==> src/rtl/core/vfpt_pkg.sv <==
`timescale 1ns / 1ps
// vfpt_pkg: types, phase codes and timing constants of the frame phase timer
// no dependencies; used by vfpt_step and video_frame_phase_timer

package vfpt_pkg;

	// phase numbers with their own behavior
	localparam logic [3:0] PH_VBLANK = 4'd0;
	localparam logic [3:0] PH_ENABLE = 4'd1;
	localparam logic [3:0] PH_FIRST  = 4'd2;
	localparam logic [3:0] PH_LAST   = 4'd14;
	localparam logic [3:0] PH_TAIL   = 4'd15;
	localparam logic [3:0] PH_RESET  = PH_TAIL;

	// phase lengths in cpu cycles
	localparam int VBLANK_LEN  = 2900;
	localparam int ENABLE_LEN  = 3796 - VBLANK_LEN;
	localparam int ROW_LEN     = 912;
	localparam int ROW_STEP    = 114;
	localparam int FIRST_BASE  = 120;
	localparam int TAIL_LEN    = 57 + 17;
	localparam int INTR_MAX    = 4095;

	// bus request stall lengths
	localparam logic [6:0] STALL_NONE  = 7'd0;
	localparam logic [6:0] STALL_FIRST = 7'd68;
	localparam logic [6:0] STALL_ROW   = 7'd108;
	localparam logic [6:0] STALL_TAIL  = 7'd38;

	typedef struct packed {
		logic [5:0] cpu_cycles;
		logic       display_enable_write;
		logic [2:0] vertical_delay;
		logic [2:0] horizontal_delay;
	} vfpt_in_t;

	typedef struct packed {
		logic [3:0]  phase;
		logic [15:0] countdown;
		logic [11:0] intr;
		logic        latch;
		logic        pend;
		logic        reg_acc;
		logic        gram_acc;
	} vfpt_state_t;

	typedef struct packed {
		logic       keep_running;
		logic       halted;
		logic       frame_start;
		logic       render_enable;
		logic       registers_accessible;
		logic       gram_accessible;
		logic       interrupt_active;
		logic [6:0] stall_cycles;
		logic [3:0] current_phase;
	} vfpt_res_t;

endpackage

==> src/rtl/core/video_frame_phase_timer.sv <==
`timescale 1ns / 1ps
// video_frame_phase_timer: frame phase sequencer of a video chip
// depends on vfpt_pkg and vfpt_step
//
// channel | signals                                   | direction
// --------+-------------------------------------------+----------
// in      | in_valid, in_stall, cpu_cycles, ...delay   | into block
// out     | out_valid, out_stall, keep_running, ...    | out of block
//
// one item per clock while the result is not stalled; an accepted item passes
// the input register, then step logic into the result register.
// reset restores phase 15, zero countdowns and both access flags set.
// a stalled result register holds the input register too; in_stall rises
// only when both are full and out_stall is high.

module video_frame_phase_timer (
	input  logic       clk,
	input  logic       arst_n,
	input  logic       in_valid,
	output logic       in_stall,
	input  logic [5:0] cpu_cycles,
	input  logic       display_enable_write,
	input  logic [2:0] vertical_delay,
	input  logic [2:0] horizontal_delay,
	output logic       out_valid,
	input  logic       out_stall,
	output logic       keep_running,
	output logic       halted,
	output logic       frame_start,
	output logic       render_enable,
	output logic       registers_accessible,
	output logic       gram_accessible,
	output logic       interrupt_active,
	output logic [6:0] stall_cycles,
	output logic [3:0] current_phase
);
	import vfpt_pkg::*;

	vfpt_in_t    item_s1;
	logic        valid_s1;
	vfpt_state_t state_q;
	vfpt_state_t state_nxt;
	vfpt_res_t   res_nxt;
	vfpt_res_t   res_q;
	logic        out_valid_q;
	logic        out_free;
	logic        fire_s2;
	logic        take_in;

	// handshake
	assign out_free = !out_valid_q || !out_stall;
	assign fire_s2  = valid_s1 && out_free;
	assign in_stall = valid_s1 && !out_free;
	assign take_in  = in_valid && !in_stall;

	// step logic
	vfpt_step u_step (
		.item (item_s1),
		.cur  (state_q),
		.nxt  (state_nxt),
		.res  (res_nxt)
	);

	// control and timer state
	always_ff @(posedge clk or negedge arst_n) begin
		if (!arst_n) begin
			valid_s1          <= 1'b0;
			out_valid_q       <= 1'b0;
			state_q.phase     <= PH_RESET;
			state_q.countdown <= '0;
			state_q.intr      <= '0;
			state_q.latch     <= 1'b0;
			state_q.pend      <= 1'b0;
			state_q.reg_acc   <= 1'b1;
			state_q.gram_acc  <= 1'b1;
		end else begin
			if (!in_stall)
				valid_s1 <= in_valid;
			if (out_free)
				out_valid_q <= valid_s1;
			if (fire_s2)
				state_q <= state_nxt;
		end
	end

	// payload registers
	always_ff @(posedge clk) begin
		if (take_in) begin
			item_s1.cpu_cycles           <= cpu_cycles;
			item_s1.display_enable_write <= display_enable_write;
			item_s1.vertical_delay       <= vertical_delay;
			item_s1.horizontal_delay     <= horizontal_delay;
		end
		if (fire_s2)
			res_q <= res_nxt;
	end

	// result ports
	assign out_valid            = out_valid_q;
	assign keep_running         = res_q.keep_running;
	assign halted               = res_q.halted;
	assign frame_start          = res_q.frame_start;
	assign render_enable        = res_q.render_enable;
	assign registers_accessible = res_q.registers_accessible;
	assign gram_accessible      = res_q.gram_accessible;
	assign interrupt_active     = res_q.interrupt_active;
	assign stall_cycles         = res_q.stall_cycles;
	assign current_phase        = res_q.current_phase;

	// state moves only with an item
	a_state_hold: assert property (@(posedge clk) disable iff (!arst_n)
		!fire_s2 |=> $stable(state_q))
		else $error("timer state changed without an item");

	// a halt leaves the state alone
	a_halt_hold: assert property (@(posedge clk) disable iff (!arst_n)
		(fire_s2 && item_s1.cpu_cycles == 6'd0) |=> $stable(state_q))
		else $error("halt item changed timer state");

	// frame start lands on phase 0 with both access flags set
	a_frame_start: assert property (@(posedge clk) disable iff (!arst_n)
		(out_valid_q && res_q.frame_start) |->
		(res_q.current_phase == PH_VBLANK && res_q.registers_accessible &&
		res_q.gram_accessible && !res_q.keep_running))
		else $error("frame start with wrong phase or flags");

	// input stalls only behind a blocked result
	a_stall_cause: assert property (@(posedge clk) disable iff (!arst_n)
		in_stall |-> (valid_s1 && out_valid_q && out_stall))
		else $error("input stalled without a blocked result");

endmodule

==> src/rtl/core/vfpt_step.sv <==
`timescale 1ns / 1ps
// vfpt_step: next state and result of the frame timer for one item
// depends on vfpt_pkg

module vfpt_step (
	input  vfpt_pkg::vfpt_in_t    item,
	input  vfpt_pkg::vfpt_state_t cur,
	output vfpt_pkg::vfpt_state_t nxt,
	output vfpt_pkg::vfpt_res_t   res
);
	import vfpt_pkg::*;

	logic [9:0]  dly;
	logic [17:0] len_a;
	logic [17:0] len_v;
	logic [17:0] add;
	logic [17:0] len_f;
	logic [6:0]  stall;
	logic [3:0]  ph;
	logic        halt;
	logic        start;

	// scroll delay term shared by first and last row phases
	assign dly = 10'(10'(ROW_STEP) * {7'd0, item.vertical_delay}) +
		{7'd0, item.horizontal_delay};

	// countdown minus this item's cycles, sign in bit 17
	assign len_a = {{2{cur.countdown[15]}}, cur.countdown} - {12'd0, item.cpu_cycles};
	assign len_v = len_a + 18'(VBLANK_LEN);
	assign ph    = cur.phase + 4'd1;
	assign halt  = (item.cpu_cycles == 6'd0);

	always_comb begin
		nxt   = cur;
		add   = '0;
		stall = STALL_NONE;
		start = 1'b0;
		len_f = len_a;
		if (!halt) begin
			if (item.display_enable_write)
				nxt.pend = 1'b1;
			// vblank interrupt countdown stops at zero
			if (cur.intr != 12'd0) begin
				if (cur.intr > {6'd0, item.cpu_cycles})
					nxt.intr = cur.intr - {6'd0, item.cpu_cycles};
				else
					nxt.intr = 12'd0;
			end
			// phase advance when the countdown runs out
			if (len_a[17]) begin
				nxt.phase = ph;
				case (ph)
					PH_VBLANK: begin
						start        = 1'b1;
						nxt.reg_acc  = 1'b1;
						nxt.gram_acc = 1'b1;
						nxt.pend     = 1'b0;
						if (len_v[17])
							nxt.intr = 12'd0;
						else if (|len_v[16:12])
							nxt.intr = 12'(INTR_MAX);
						else
							nxt.intr = len_v[11:0];
					end
					PH_ENABLE: begin
						add          = 18'(ENABLE_LEN);
						nxt.latch    = nxt.pend;
						nxt.gram_acc = 1'b1;
						if (nxt.pend)
							nxt.reg_acc = 1'b0;
					end
					PH_FIRST: begin
						add = 18'(FIRST_BASE) + {8'd0, dly};
						if (cur.latch) begin
							nxt.gram_acc = 1'b0;
							stall        = STALL_FIRST;
						end
					end
					PH_LAST: begin
						add = 18'(ROW_LEN) - {8'd0, dly};
						if (cur.latch)
							stall = STALL_ROW;
					end
					PH_TAIL: begin
						add = 18'(TAIL_LEN);
						if (cur.latch && item.vertical_delay == 3'd0)
							stall = STALL_TAIL;
					end
					default: begin
						add = 18'(ROW_LEN);
						if (cur.latch)
							stall = STALL_ROW;
					end
				endcase
				len_f = start ? len_v : (len_a + add - {11'd0, stall});
			end
			nxt.countdown = len_f[15:0];
		end
	end

	// result shows the state after the step
	always_comb begin
		res.keep_running         = !halt && !start;
		res.halted               = halt;
		res.frame_start          = start;
		res.render_enable        = nxt.latch;
		res.registers_accessible = nxt.reg_acc;
		res.gram_accessible      = nxt.gram_acc;
		res.interrupt_active     = (nxt.intr != 12'd0);
		res.stall_cycles         = stall;
		res.current_phase        = nxt.phase;
	end

endmodule
==> config.mk <==
export PLATFORM = sky130hd
export DESIGN_NAME = video_frame_phase_timer
export DESIGN_NICKNAME = d
export VERILOG_FILES = /design/src/rtl/core/vfpt_pkg.sv /design/src/rtl/core/video_frame_phase_timer.sv /design/src/rtl/core/vfpt_step.sv
export SDC_FILE = /design/constraint.sdc
export NUM_CORES = 1
export LEC_CHECK = 0
export BUFFER_PORTS_ARGS = -buffer_cell sky130_fd_sc_hd__buf_2
export CORE_MARGIN = 5
export CORE_UTILIZATION = 65
export DETAILED_ROUTE_END_ITERATION = 8
export PLACE_DENSITY = 0.84
export SLEW_MARGIN = 0
export SYNTH_ARGS = -nofsm -noshare
export SYNTH_HDL_FRONTEND = slang
export SYNTH_SLANG_ARGS = --single-unit
==> constraint.sdc <==
create_clock -name clk -period 15.5 [get_ports clk]
set_input_delay 3.1 -clock clk [delete_from_list [all_inputs] [get_ports clk]]
set_output_delay 3.1 -clock clk [all_outputs]
set_load 0.005 [all_outputs]
# Word level (Yosys, flattened, before mapping)
# Index checks and enable logic that the tools add are counted.
[word_totals] regBits=69 out_inout_bits=20 elab_cells=92
[op_classes] addsub=9 mul=1 magnitude_cmp=1 eq_ne=4 mux=32 bitwise_logic=2 reduce_logical=21
[op_table] operator="16-bit two-way mux" n=5
[op_table] operator="16-bit one-hot mux with 5 select lines" n=1
[op_table] operator="12-bit two-way mux" n=5
[op_table] operator="36-bit two-way mux" n=1
[op_table] operator="7-bit two-way mux" n=4
[op_table] operator="12-bit nonzero test" n=2
[op_table] operator="7-bit one-hot mux with 3 select lines" n=1
[op_table] operator="18-bit by 12-bit adder with 18-bit output, second input constant" n=1
[op_table] operator="16-bit by 7-bit subtractor with 17-bit output" n=1
[op_table] operator="16-bit adder" n=1
[op_table] operator="16-bit by 7-bit subtractor with 16-bit output" n=1
[op_table] operator="12-bit by 6-bit greater-than comparator with 1-bit output" n=1
[op_table] operator="12-bit by 6-bit subtractor with 12-bit output" n=1
[op_table] operator="7-bit by 10-bit adder with 11-bit output, first input constant" n=1
[op_table] operator="1-bit two-way mux" n=11
[op_table] operator="10-bit by 10-bit subtractor with 11-bit output, first input constant" n=1
[op_table] operator="10-bit by 3-bit adder with 10-bit output" n=1
[op_table] operator="6-bit by 3-bit multiplier with 9-bit output, first input constant" n=1
[op_table] operator="4-bit equality test, second input constant" n=2
[op_table] operator="1-bit zero test" n=6
[op_table] operator="6-bit zero test" n=1
[op_table] operator="6-bit two-way mux" n=1
[op_table] operator="1-bit logical AND" n=5
[op_table] operator="5-bit OR reduction" n=1
[op_table] operator="other kinds (11)" n=14

# Depth between registers and ports, before layout
[logic_depth] ltp_word=12 depth_mapped=22 depth_no_buf=22

# Cells and area by module
# From an unflattened synthesis, not the netlist that was laid out.
[unflattened] hier_cells=789 area_unflattened_um2=6924.1
[by_module_without_submodules] module="vfpt_step" instances=1 cells_per_inst=674 area_each_um2=4408.0 seq_area_each_um2=0.0
[by_module_without_submodules] module="video_frame_phase_timer" instances=1 cells_per_inst=115 area_each_um2=2516.2 seq_area_each_um2=1889.3

# Worst setup path after synthesis
# OpenSTA, ideal clock, no wires.
[synth_path] kind="input -> output" startpoint="input out_stall" endpoint="output in_stall" arrival_time_ns=3.245 setup_slack_ns=9.155 cell_stages=2 n_path_buf=0 cell_sequence="nand3_1 > inv_1"
[synth_between] elab_chain_cells=4
[synth_lines] item="start, declared" line="video_frame_phase_timer.sv:26" source="input logic out_stall,"
[synth_lines] item="1-bit zero test" line="video_frame_phase_timer.sv:51" source="assign out_free = !out_valid_q || !out_stall;"
[synth_lines] item="1-bit logical OR" line="video_frame_phase_timer.sv:51"
[synth_lines] item="1-bit zero test" line="video_frame_phase_timer.sv:53" source="assign in_stall = valid_s1 && !out_free;"
[synth_lines] item="1-bit logical AND" line="video_frame_phase_timer.sv:53"
[synth_lines] item="end, declared" line="video_frame_phase_timer.sv:20" source="output logic in_stall,"
# Every way passes these cells.

# Worst setup path after layout
# Same ends and word-level chain as after synthesis.

==> impl_metrics.env <==
export IMPL_drc_errors=0
export IMPL_overflow=0
export IMPL_synth_edf_count=29
export IMPL_port_buffer_count=34
export IMPL_grt_max_degree=39
export IMPL_track_usage_pct=29.6
export IMPL_htreeDepth=3
export IMPL_worstHoldStart="state_q[0]"
export IMPL_synth_cell_types=83
export IMPL_cts_tree="built"
export IMPL_row_count=36
export IMPL_synth_seq_cells=67
export IMPL_die_area_um2=12100
export IMPL_clk_latency_ps=380
export IMPL_wirelength_um=16700
export IMPL_drv_slew=0
export IMPL_yosys_warnings=0
export IMPL_ant_nets=0
export IMPL_top_usage_layer="met2"
export IMPL_initial_core_util_pct=66.3
export IMPL_die_y_um=110
export IMPL_diodes=0
export IMPL_synth_ff_type="dfrtp_1"
export IMPL_syn_cell_area_um2=6480
export IMPL_wl_per_cell_um=17.7
export IMPL_cts_hold_fix_buffers=0
export IMPL_async_reset_ff_share_pct=56.7
export IMPL_via_count=6024
export IMPL_firstDrtPassIters=5
export IMPL_critPathSlowestCell="buf_2"
export IMPL_drt_iter0_markers=417
export IMPL_path_cells="buf_2 > nand3_1 > inv_1 > buf_2"
export IMPL_yosysSeqAreaShare_pct=28.2
export IMPL_rsz0062_at_grt="no"
export IMPL_dpl_hpwl_um=12700
export IMPL_via_per_inst=6.38
export IMPL_r2r_start="item_s1[3]"
export IMPL_antenna_found_initial=0
export IMPL_critPathMostFrequentCell="buf_2"
export IMPL_first_global_vias=5783
export IMPL_syn_avg_cell_area_um2=8.25
export IMPL_cp_end_kind="output port"
export IMPL_worstSetupPathType="input pin to output port"
export IMPL_max_cap_violations=0
export IMPL_cts_buffers=9
export IMPL_maxSlewHeadroom_pct=29.5
export IMPL_groute_layer_met2_usage_pct=48.5
export IMPL_critPathLaunchType="input pin"
export IMPL_required_ps=12400
export IMPL_worstPathArrival_ps=3470
export IMPL_grt_use_met3_pct=5.75
export IMPL_cts_root_buffer_cell="clkbuf_8"
export IMPL_worstPathMaxFanout=3
export IMPL_use_met1_pct=38.9
export IMPL_critPathLaunch="out_stall"
export IMPL_ctsLongestPathBuffers=2
export IMPL_synthCells=786
export IMPL_gp_congestion=0.971
export IMPL_fin_worst_skew_ps=21.4
export IMPL_nets=888
export IMPL_post_route_period_util_pct=42.4
export IMPL_period_needed_ps=6570
export IMPL_tns_ps=0
export IMPL_cts_setup_buffers=0
export IMPL_finalHoldViolCount=0
export IMPL_cp_slowest_stage_delay_ps=120
export IMPL_fillers=800
export IMPL_fmax_mhz=152
export IMPL_cts_resized_gates=0
export IMPL_die_w_um=110
export IMPL_setup_viol=0
export IMPL_core_region_area_um2=9770
export IMPL_grt_first_pass_wirelength_um=27900
export IMPL_drive_gt1_share_pct=10.2
export IMPL_outcome="complete, no violations"
export IMPL_clock_sinks=67
export IMPL_ioPinCount=37
export IMPL_hold_class="flop to flop"
export IMPL_syn_to_final_growth_pct=6.79
export IMPL_worst_pin_slew_ps=1060
export IMPL_final_util_pct=70.9
export IMPL_clk_pin_slew_ps=110
==> state kept, by name, summed over array words and instances (netlist names), 4 cells and up <==
signal and cells:
stall_cycles 5, current_phase 4, item_s1 13, state_q 36
==> area by class of cell <==
type,instances,area (um2),area share (%)
Clock buffer,9,124,1.79
Timing Repair Buffer,38,200,2.89
Tap cell,133,166,2.40
Inverter,69,259,3.74
Sequential cell,67,1830,26.4
Clock inverter,7,76.3,1.10
Multi-Input combinational cell,621,4270,61.7
==> per-stage QoR <==
| step | worst slack [ps] | hold slack, ps | cell area [um2] | std cells |
|---|---|---|---|---|
| 2_1_floorplan | 9160 | 437 | 6490 | 787 |
| 3_3_place_gp | 8950 | 453 | 6730 | 928 |
| 3_5_place_dp | 8930 | 451 | 6730 | 928 |
| 4_1_cts | 8930 | 468 | 6930 | 944 |
| 5_1_grt | 8890 | 495 | 6930 | 944 |
| 6_report | 8930 | 469 | 6930 | 944 |
==> final timing paths <==
| check | endpoint | slack (ps) | depth (start not counted) |
|---|---|---|---|
| max in group asynchronous | state_q[8] | 12030 | 1 |
| min in group asynchronous | state_q[9] | 2850 | 1 |
| max | in_stall | 8930 | 4 |
| min reg2reg | state_q[0] | 470 | 2 |
| min | state_q[0] | 470 | 2 |
| max reg2reg | state_q[31] | 10030 | 21 |
==> cells in the mapped netlist, types with 9 or more instances <==
| library cell | number | area [um2] |
|---|---|---|
| a21o_1 | 10 | 75.1 |
| a21oi_1 | 59 | 295 |
| a221oi_1 | 9 | 78.8 |
| a31oi_1 | 10 | 62.6 |
| and2_1 | 10 | 62.6 |
| clkbuf_1 | 24 | 90.1 |
| dfrtp_1 | 32 | 801 |
| edfxtp_1 | 29 | 871 |
| fa_1 | 11 | 220 |
| ha_1 | 54 | 676 |
| inv_1 | 65 | 244 |
| nand2_1 | 79 | 297 |
| nand2b_1 | 9 | 56.3 |
| nand3_1 | 13 | 65.1 |
| nand4_1 | 10 | 62.6 |
| nor2_1 | 61 | 229 |
| nor3_1 | 20 | 100 |
| o211ai_1 | 12 | 90.1 |
| o21ai_0 | 55 | 275 |
| o21ai_1 | 10 | 50.1 |
| or3_1 | 11 | 68.8 |
| xnor2_1 | 34 | 298 |
| xor2_1 | 19 | 166 |
==> worst max-delay path, delay by kind of cell <==
family / cells / cell delay [ps]
buffers and inverters: 3 / 270
AND/OR/NAND/NOR: 1 / 100
==> cells by family (layout without fill, tap and decap cells) <==
family / count (synthesis) / in the layout / share of synthesized area [%]
XOR/XNOR: 54 / 54 / 7.58
AND/OR/NAND/NOR: 249 / 249 / 18.3
adder cells (fa/ha/maj): 65 / 65 / 13.8
AO/OA/AOI/OAI: 247 / 247 / 25.3
flip-flops: 67 / 67 / 28.2
other: 1 / 2 / 0.0578
buffers and inverters: 99 / 123 / 6.00
multiplexers: 4 / 4 / 0.675
==> cells in the final DEF (no fill, tap or decap), types with 7 or more instances in the layout <==
cell	synthesis	routed
a211oi_1	7	7
a21o_1	10	10
a21oi_1	59	59
a221oi_1	9	9
a31oi_1	10	10
and2_1	10	10
and3_1	7	7
buf_2	2	34
clkbuf_8	0	9
dfrtp_1	32	32
edfxtp_1	29	29
fa_1	11	11
ha_1	54	54
inv_1	65	65
nand2_1	79	79
nand2b_1	9	9
nand3_1	13	13
nand4_1	10	10
nor2_1	61	61
nor2b_1	8	8
nor3_1	20	20
o211ai_1	12	12
o21ai_0	55	55
o21ai_1	10	10
o221ai_1	7	7
or3_1	11	11
xnor2_1	34	34
xor2_1	19	19
==> layer usage <==
layer,wire length [um],vias up
met5,0,-
met4,381,0
met3,1130,32
met2,7950,241
met1,7220,2855
li1,-,2896
Power is left out: the tool's default activity adds up to more than one toggle a clock period on the data nets, which glitch-free logic cannot reach.
